### src/bpc_pkg.sv
// Shared types, constants and register indexes for the brush pixel compositor.
package bpc_pkg;

  localparam int unsigned CfgIdxW  = 2;
  localparam int unsigned CfgDataW = 8;
  localparam int unsigned ChanW    = 8;
  localparam int unsigned ColorW   = 32;

  localparam logic [ColorW-1:0] MaskRb   = 32'h00FF_00FF;
  localparam logic [ColorW-1:0] MaskAg   = 32'hFF00_FF00;
  localparam logic [ColorW-1:0] OneAlpha = 32'h0100_0000;
  localparam logic [ChanW:0]    WeightOne = 9'd256;

  typedef enum logic [CfgIdxW-1:0] {
    CFG_BRUSH_RED    = 2'd0,
    CFG_BRUSH_GREEN  = 2'd1,
    CFG_BRUSH_BLUE   = 2'd2,
    CFG_ERASE_ENABLE = 2'd3
  } cfg_idx_t;

  typedef struct packed {
    logic [ChanW-1:0] red;
    logic [ChanW-1:0] green;
    logic [ChanW-1:0] blue;
    logic             erase;
  } brush_cfg_t;

endpackage

### src/bpc_cfg.sv
// Configuration register file: brush color and erase mode.
module bpc_cfg (
  input  logic                          clk,
  input  logic                          rst_n,
  input  logic                          cfg_valid,
  output logic                          cfg_ready,
  input  logic [bpc_pkg::CfgIdxW-1:0]   cfg_index,
  input  logic [bpc_pkg::CfgDataW-1:0]  cfg_data,
  output bpc_pkg::brush_cfg_t           brush_cfg
);
  import bpc_pkg::*;

  brush_cfg_t cfg_r;
  brush_cfg_t cfg_nxt;

  assign cfg_ready = 1'b1;
  assign brush_cfg = cfg_r;

  always_comb begin
    cfg_nxt = cfg_r;
    if (cfg_valid && cfg_ready) begin
      unique case (cfg_idx_t'(cfg_index))
        CFG_BRUSH_RED:    cfg_nxt.red   = cfg_data;
        CFG_BRUSH_GREEN:  cfg_nxt.green = cfg_data;
        CFG_BRUSH_BLUE:   cfg_nxt.blue  = cfg_data;
        CFG_ERASE_ENABLE: cfg_nxt.erase = cfg_data[0];
        default:          cfg_nxt = cfg_r;
      endcase
    end
  end

  always_ff @(posedge clk) begin
    if (!rst_n) begin
      cfg_r <= '0;
    end else begin
      cfg_r <= cfg_nxt;
    end
  end

endmodule

### src/bpc_blend.sv
// Combinational pixel blend: packed brush color over old color, or zero in erase mode.
module bpc_blend (
  input  bpc_pkg::brush_cfg_t             brush_cfg,
  input  logic [bpc_pkg::ChanW-1:0]       coverage,
  input  logic [bpc_pkg::ColorW-1:0]      old_color,
  output logic                            write_enable,
  output logic [bpc_pkg::ColorW-1:0]      new_color
);
  import bpc_pkg::*;

  logic [ColorW-1:0] src;
  logic [ColorW-1:0] a_w;
  logic [ColorW-1:0] na_w;
  logic [ColorW-1:0] rb_sum;
  logic [ColorW-1:0] ag_sum;
  logic [ColorW-1:0] rb;
  logic [ColorW-1:0] blended;

  assign src  = {coverage, brush_cfg.blue, brush_cfg.green, brush_cfg.red};
  assign a_w  = {{(ColorW-ChanW){1'b0}}, coverage};
  assign na_w = {{(ColorW-ChanW-1){1'b0}}, WeightOne - {1'b0, coverage}};

  // Both sums wrap at 32 bits.
  assign rb_sum = na_w * (old_color & MaskRb) + a_w * (src & MaskRb);
  assign ag_sum = na_w * ((old_color & MaskAg) >> 8)
                + a_w * (OneAlpha | {{(ColorW-ChanW){1'b0}}, brush_cfg.green});
  assign rb      = rb_sum >> 8;
  assign blended = (rb & MaskRb) | (ag_sum & MaskAg);

  always_comb begin
    write_enable = (coverage != '0);
    if (!write_enable || brush_cfg.erase) begin
      new_color = '0;
    end else if (old_color[ColorW-1 -: ChanW] == '0) begin
      // transparent destination: brush color unblended
      new_color = src;
    end else begin
      new_color = blended;
    end
  end

endmodule

### src/brush_pixel_composite.sv
// Brush pixel compositor top level: input register, blend, result register.
// Data path: a request is captured in the input reg, blended, then registered in the result reg.
// Throughput: one pixel per cycle while out_stall is low; the blend is one combinational pass with two
//   packed multiply-add pairs between the input and result registers.
// Backpressure: out_stall holds the result reg; in_stall rises only when both regs
//   are full and the result is stalled.
// Reset (rst_n, sync, active low): pipeline empty, all brush registers zero.
module brush_pixel_composite (
  input  logic                          clk,
  input  logic                          rst_n,
  // input channel
  input  logic                          in_valid,
  output logic                          in_stall,
  input  logic [bpc_pkg::ChanW-1:0]     in_coverage,
  input  logic [bpc_pkg::ColorW-1:0]    in_old_color,
  // result channel
  output logic                          out_valid,
  input  logic                          out_stall,
  output logic                          out_write_enable,
  output logic [bpc_pkg::ColorW-1:0]    out_new_color,
  // configuration channel
  input  logic                          cfg_valid,
  output logic                          cfg_ready,
  input  logic [bpc_pkg::CfgIdxW-1:0]   cfg_index,
  input  logic [bpc_pkg::CfgDataW-1:0]  cfg_data
);
  import bpc_pkg::*;

  brush_cfg_t        brush_cfg;

  // stage 1: input register
  logic              s1_vld_r;
  logic              s1_vld_nxt;
  logic [ChanW-1:0]  s1_cov_r;
  logic [ColorW-1:0] s1_old_r;

  // stage 2: result register
  logic              s2_vld_r;
  logic              s2_vld_nxt;
  logic              s2_we_r;
  logic [ColorW-1:0] s2_color_r;

  logic              blend_we;
  logic [ColorW-1:0] blend_color;
  logic              s1_load;
  logic              s2_load;
  logic              s2_free;

  bpc_cfg u_cfg (
    .clk       (clk),
    .rst_n     (rst_n),
    .cfg_valid (cfg_valid),
    .cfg_ready (cfg_ready),
    .cfg_index (cfg_index),
    .cfg_data  (cfg_data),
    .brush_cfg (brush_cfg)
  );

  bpc_blend u_blend (
    .brush_cfg    (brush_cfg),
    .coverage     (s1_cov_r),
    .old_color    (s1_old_r),
    .write_enable (blend_we),
    .new_color    (blend_color)
  );

  // Result reg frees up when empty or being taken this cycle.
  assign s2_free  = !s2_vld_r || !out_stall;
  assign s2_load  = s1_vld_r && s2_free;
  // Input reg can take a new request when empty or moving forward.
  assign in_stall = s1_vld_r && !s2_free;
  assign s1_load  = in_valid && !in_stall;

  always_comb begin
    s1_vld_nxt = s1_vld_r;
    if (s1_load) begin
      s1_vld_nxt = 1'b1;
    end else if (s2_load) begin
      s1_vld_nxt = 1'b0;
    end
  end

  always_comb begin
    s2_vld_nxt = s2_vld_r;
    if (s2_load) begin
      s2_vld_nxt = 1'b1;
    end else if (s2_vld_r && !out_stall) begin
      s2_vld_nxt = 1'b0;
    end
  end

  always_ff @(posedge clk) begin
    if (!rst_n) begin
      s1_vld_r <= 1'b0;
      s2_vld_r <= 1'b0;
    end else begin
      s1_vld_r <= s1_vld_nxt;
      s2_vld_r <= s2_vld_nxt;
    end
  end

  always_ff @(posedge clk) begin
    if (s1_load) begin
      s1_cov_r <= in_coverage;
      s1_old_r <= in_old_color;
    end
    if (s2_load) begin
      s2_we_r    <= blend_we;
      s2_color_r <= blend_color;
    end
  end

  assign out_valid        = s2_vld_r;
  assign out_write_enable = s2_we_r;
  assign out_new_color    = s2_color_r;

endmodule
### config.mk
export PLATFORM = sky130hd
export DESIGN_NAME = brush_pixel_composite
export DESIGN_NICKNAME = d
export VERILOG_FILES = /design/src/bpc_pkg.sv /design/src/bpc_cfg.sv /design/src/bpc_blend.sv /design/src/brush_pixel_composite.sv
export SDC_FILE = /design/constraint.sdc
export NUM_CORES = 1
export LEC_CHECK = 0
export BUFFER_PORTS_ARGS = -buffer_cell sky130_fd_sc_hd__buf_2
export CAP_MARGIN = 10
export CORE_ASPECT_RATIO = 0.6
export CORE_UTILIZATION = 60
export DETAILED_ROUTE_END_ITERATION = 10
export GPL_ROUTABILITY_DRIVEN = 1
export PLACE_DENSITY = 0.77
export SLEW_MARGIN = 20
export SYNTH_ARGS = -nofsm -noshare
export SYNTH_HDL_FRONTEND = slang
export SYNTH_SLANG_ARGS = --single-unit
### constraint.sdc
create_clock -name clk -period 8.6 [get_ports clk]
set_input_delay 2.58 -clock clk [delete_from_list [all_inputs] [get_ports clk]]
set_output_delay 2.58 -clock clk [all_outputs]
set_load 0.02 [all_outputs]
After elaboration in Yosys (flattened, before gate mapping)
Cells that the tools add are included.

word-level totals
  register bits after elaboration = 100
  input bits = 55
  latch bits = 0
  bits in read-only memories = 0
  word-level logic and storage cells = 46
  memories kept = 0
  memory bits (writable) = 0
  output and inout port bits = 36

cells by class
  shift operators = 0
  divide/modulo/power cells = 0
  bitwise logic cells = 1
  order comparisons = 0
  muxes and demuxes = 5
  multiply operators = 4
  reduce and logical (&&, ||, !) cells = 20
  add/subtract/negate cells = 3
  eq/ne operators = 3

operator list
  cell                                                                    number
  32-bit adder                                                            2
  9-bit by 24-bit multiplier with 32-bit output                           2
  8-bit by 24-bit multiplier with 32-bit output                           1
  8-bit by 25-bit multiplier with 32-bit output                           1
  32-bit 2-to-1 mux                                                       1
  24-bit by 32-bit OR with 32-bit output                                  1
  9-bit by 8-bit subtractor with 9-bit output (first input constant)      1
  8-bit logical NOT                                                       1
  2-bit AND reduction                                                     4
  8-bit nonzero test                                                      1
  1-bit logical NOT                                                       5
  2-bit equality test (second input constant)                             2
  1-bit logical AND                                                       4
  1-bit 2-to-1 mux                                                        4
  2-bit nonzero test                                                      2
  2-bit by 1-bit equality test with 1-bit output (second input constant)  1
  2-bit logical NOT                                                       1
  1-bit logical OR                                                        2

Longest topological paths before layout
  depth in word-level cells = 7
  mapped depth = 28
  mapped depth without buffers = 25

Modules after synthesis
A second synthesis with hierarchy kept.

unflattened totals
  cells, all modules = 2186
  area total of the unflattened synthesis = 20395.8 um^2

by module, submodules not included
  module                 times used  cells an instance  sequential area each (um^2)  area each (um^2)
  bpc_blend              1           2009               0.0                          17162.7
  brush_pixel_composite  1           81                 2232.1                       2275.9
  bpc_cfg                1           96                 500.5                        957.2

Worst setup path before layout
Ideal clock, no wire load.

  kind = register -> register
  start point = reg s1_cov_r[0]
  end point = reg s2_color_r[23], in the netlist out_new_color[23] (data pin)
  data arrival time = 6.478 ns
  stages on the path, launching flop included = 25
  period minus slack after synthesis = 6.739 ns
  data required time = 8.338 ns
  setup time = 0.262 ns
  path buffers = 2
  setup slack = 1.861 ns
  cell sequence = edfxtp_1 clkbuf_1 inv_1 ha_1 nand2_1 xor2_1 clkbuf_1 nand2_1 fa_1 fa_1 fa_1 fa_1 inv_1 fa_1 inv_1 fa_1 inv_1 ha_1 nand3_1 or4_1 o21bai_1 o211a_2 a311oi_4 or3_1 a31oi_1

between the ends
  word-level cells in the longest chain between the ends = 5
  elaborated cells between the ends (all ways) = 9
  classes of those cells = add/sub (2); mul (2); mux (1); bitwise (1); reduce/logical (3)

ends and longest elaborated chain
  element                                        RTL line                      RTL
  start, declared                                brush_pixel_composite.sv:34   logic [ChanW-1:0] s1_cov_r;
  start signal, assigned                         brush_pixel_composite.sv:104  s1_cov_r <= in_coverage;
  9-bit by 8-bit subtractor with 9-bit output    bpc_blend.sv:21               assign na_w = {{(ColorW-ChanW-1){1'b0}}, WeightOne - {1'b0, coverage}};
  9-bit by 24-bit multiplier with 32-bit output  bpc_blend.sv:24               assign rb_sum = na_w * (old_color & MaskRb) + a_w * (src & MaskRb);
  32-bit adder                                   bpc_blend.sv:24
  24-bit by 32-bit OR with 32-bit output         bpc_blend.sv:28               assign blended = (rb & MaskRb) | (ag_sum & MaskAg);
  32-bit 2-to-1 mux                              bpc_blend.sv:34               end else if (old_color[ColorW-1 -: ChanW] == '0) begin
  end signal, assigned                           brush_pixel_composite.sv:109  s2_color_r <= blend_color;
  end, declared                                  brush_pixel_composite.sv:41   logic [ColorW-1:0] s2_color_r;

Parallel ways exist; a longest one is shown, timed or not.
A chain may end at the register's enable or synchronous reset.

Worst setup path in the final report
Same ends and word-level chain as after synthesis.

==> results.md <==
* Status: finished, final reports clean
* Crit-path cells: buf_4 > nor3_1 > xnor2_2 > nand2_1 > fa_1 > fa_1 > fa_1 > fa_1 > inv_1 > fa_1 > inv_1 > fa_1 > inv_1 > ha_1 > nand3_1 > or4_1 > o21bai_1 > o211a_2 > a311oi_4 > or3_1 > a31oi_1
* Synthesized Nets at 2905
* CTS max path bufs at 2
* Layout cell share with drive strength beyond 1 at 6.90%
* Port buffer count at 89
* DR DRC count at 0
* Crit. Startpoint: s1_cov_r[0]$_DFFE_PP_
* Achievable Freq at 128 MHz
* PnR Total Power at 4930 uW
* P&R area growth vs syn at 5.72%
* DRT Pass-1 Iters at 5
* Vias per Instance at 5.57
* Initial antenna violation count at 1
* Slew Limit Fails at 0
* Worst hold path type: reg2reg
* Die Area at 35300 sq um
* H-tree Lvls at 3
* Post-synth ARST share at 0%
* Yosys top cell by area: fa_1
* Top-count cell post-synth: inv_1
* Fin. Hold Viols at 0
* Vias in the first global route at 16200
* Final Util at 64.8%
* Final nets at 2935
* Mapped Cells at 2226
* EDFF count, synth at 73
* Worst path required time at 8.72 ns
* Max-cap violations at 0
* Setup Fix Bufs, Post-CTS at 0
* Synth cell count leaders: 546 x inv_1, 353 x fa_1, 327 x and2_1, 271 x ha_1, 194 x nand2_1
* CTS Root Cell: clkbuf_16
* Largest net degree at the start of global routing at 58
* Leakage Power at 0.0114 uW
* Crit. End Element: flop
* Worst-path clk slew at 0.08 ns
* Final setup fails at 0
* Synth Register Bits at 100
* Synth Flop Type: edfxtp_1
* CTS tree: done
* Initial core utilization at 61.3%
* Startpoint types: flop
* Clock Skew at 0.0230 ns
* Synth area leaders: fa_1 34%, ha_1 16%, edfxtp_1 11%
* Most frequent CP cell: fa_1
* Synthesis Warnings at 0
* Hold buffer count at cts at 0
* Core area at 33800 sq um
* Routed length per instance at 19.6 um
* Slowest stage delay, CP at 0.93 ns
* Std cell rows at 52
* Post-synth cell types at 66
* VDD IR max at 0.169 mV
* Syn Area/Cell at 9.31 sq um
* Hpwl dp at 42700 um
* Routed Antenna Nets at 0
* GRT Util Overall at 31.9%
* Top Ports at 91
* Total grt overflow at 0
* Final worst-path cycle share at 91.1%
* Post-synthesis sequential area ratio at 13.2%
* FF-to-FF Start: s1_cov_r[0]$_DFFE_PP_
* Initial DRC Count at 1271
* Cell Area, Synth at 20700 sq um
* Num CTS Buffers at 9
* First-pass GRT wire length at 86400 um
* Clock Latency Late Sink at 0.41 ns
* Period minus WS final at 7.83 ns
* CTS Sinks at 100
* Synth top area share at 34.1%
* Via count at 15200
* CTS resizes at 0
* Drt total wl at 53300 um
* Critical-path top delay cell: xnor2_2
* Worst hold path startpoint: s1_vld_r$_SDFFE_PN0P_
* Die Y at 146 um
* CP max FO at 57
* Cell Pwr Density at 225 nW/um^2
* RePlAce Congestion at 0.925
* Critical Path AT at 7.95 ns
* Rel. slew slack at 20.5%
* RSZ-0062 raised after global routing: no
* Die W at 242 um
* # diodes at 0
* Crit path kind: reg2reg
* TNS Setup at 0 ns
* Tightest Pin Transition at 1.19 ns
==> flip-flops by register name, summed over array words and instances (netlist names) <==
name,flops
u_cfg.brush_cfg,25
out_write_enable,1
s1_old_r,32
out_valid,1
s1_vld_r,1
s1_cov_r,8
out_new_color,32
==> layout make-up <==
type	count	area [sq um]
Clock buffer	9	225
Fill cell	2763	11900
Timing Repair Buffer	117	656
Sequential cell	100	2730
Clock inverter	7	66.3
Multi-Input combinational cell	1482	15600
Inverter	546	2050
Tap cell	459	574
==> layer usage <==
metal | GRT usage (%) | share of wire [%] | up-vias
met5 | 0 | 0 | -
met4 | 7.06 | 1.5 | 0
met3 | 9.53 | 11 | 61
met2 | 48.3 | 44 | 659
met1 | 45.5 | 44 | 7642
li1 | - | - | 6800
==> power by group <==
part	leakage, uW	switching (uW)	total, uW	internal, uW
logic	0.0103	2190	3710	1520
clock network	0.000146	234	439	205
registers	0.000917	70.3	781	710
==> layout by cell type (no fill, tap or decap), drive strengths merged, types with 3 or more instances in the layout <==
cell,instances
nand4,7
a21o,5
nor4b,6
and2,327
o31ai,6
inv,551
nor3,17
mux2i,27
a21boi,3
a211oi,5
o21a,4
a31oi,9
o21ai,22
nor4,4
ha,271
a211o,3
or4,5
nand3b,6
xor2,9
clkbuf,9
fa,353
nor3b,4
o211ai,4
nand3,38
o21bai,5
a2111oi,3
a21oi,38
xnor2,22
nor2b,28
or3,6
nand4b,5
nor2,17
edfxtp,73
dfxtp,27
and3,6
o211a,3
buf,117
nand2,194
==> path summary, 6_finish.rpt <==
kind                                                   endpoint  slack [ns]  depth (start not counted)
worst max-delay path            out_new_color[23]$_SDFFCE_PP0P_        0.77                         21
worst min-delay path                     out_valid$_SDFFE_PN0P_        0.54                          2
worst max register to register  out_new_color[23]$_SDFFCE_PP0P_        0.77                         21
worst min register to register           out_valid$_SDFFE_PN0P_        0.54                          2
==> through the flow <==
step                      hold WS, ns  instances  cell area [sq um]  worst slack (ns)
after detailed placement        0.517       2704              21600             0.951
after global routing            0.601       2720              21900             0.519
after floorplan                 0.466       2226              20700              1.86
final                           0.538       2720              21900             0.766
after CTS                       0.538       2720              21900             0.899
after global placement          0.502       2704              21600              1.17
==> kinds of logic after synthesis <==
logic type | Yosys count | share of synthesized area [%]
AOI/OAI and AO/OA | 121 | 3.98
xor gates and xnor gates | 31 | 1.31
adders and majority gates | 624 | 50.4
buffers and inverters | 644 | 11.8
DFF | 100 | 13.2
muxes | 27 | 1.30
other | 1 | 0.0181
and+or+nand+nor | 678 | 17.9
==> worst max-delay path: cells and delay by family, from the launching register on <==
kind	cells	cell delay (ns)
AOI/OAI and AO/OA	4	0.79
xor gates and xnor gates	1	0.93
adders and majority gates	7	3.56
buffers and inverters	4	0.70
DFF	1	0.35
and+or+nand+nor	5	1.22
Note: power is estimated with default switching activity, not from simulation.
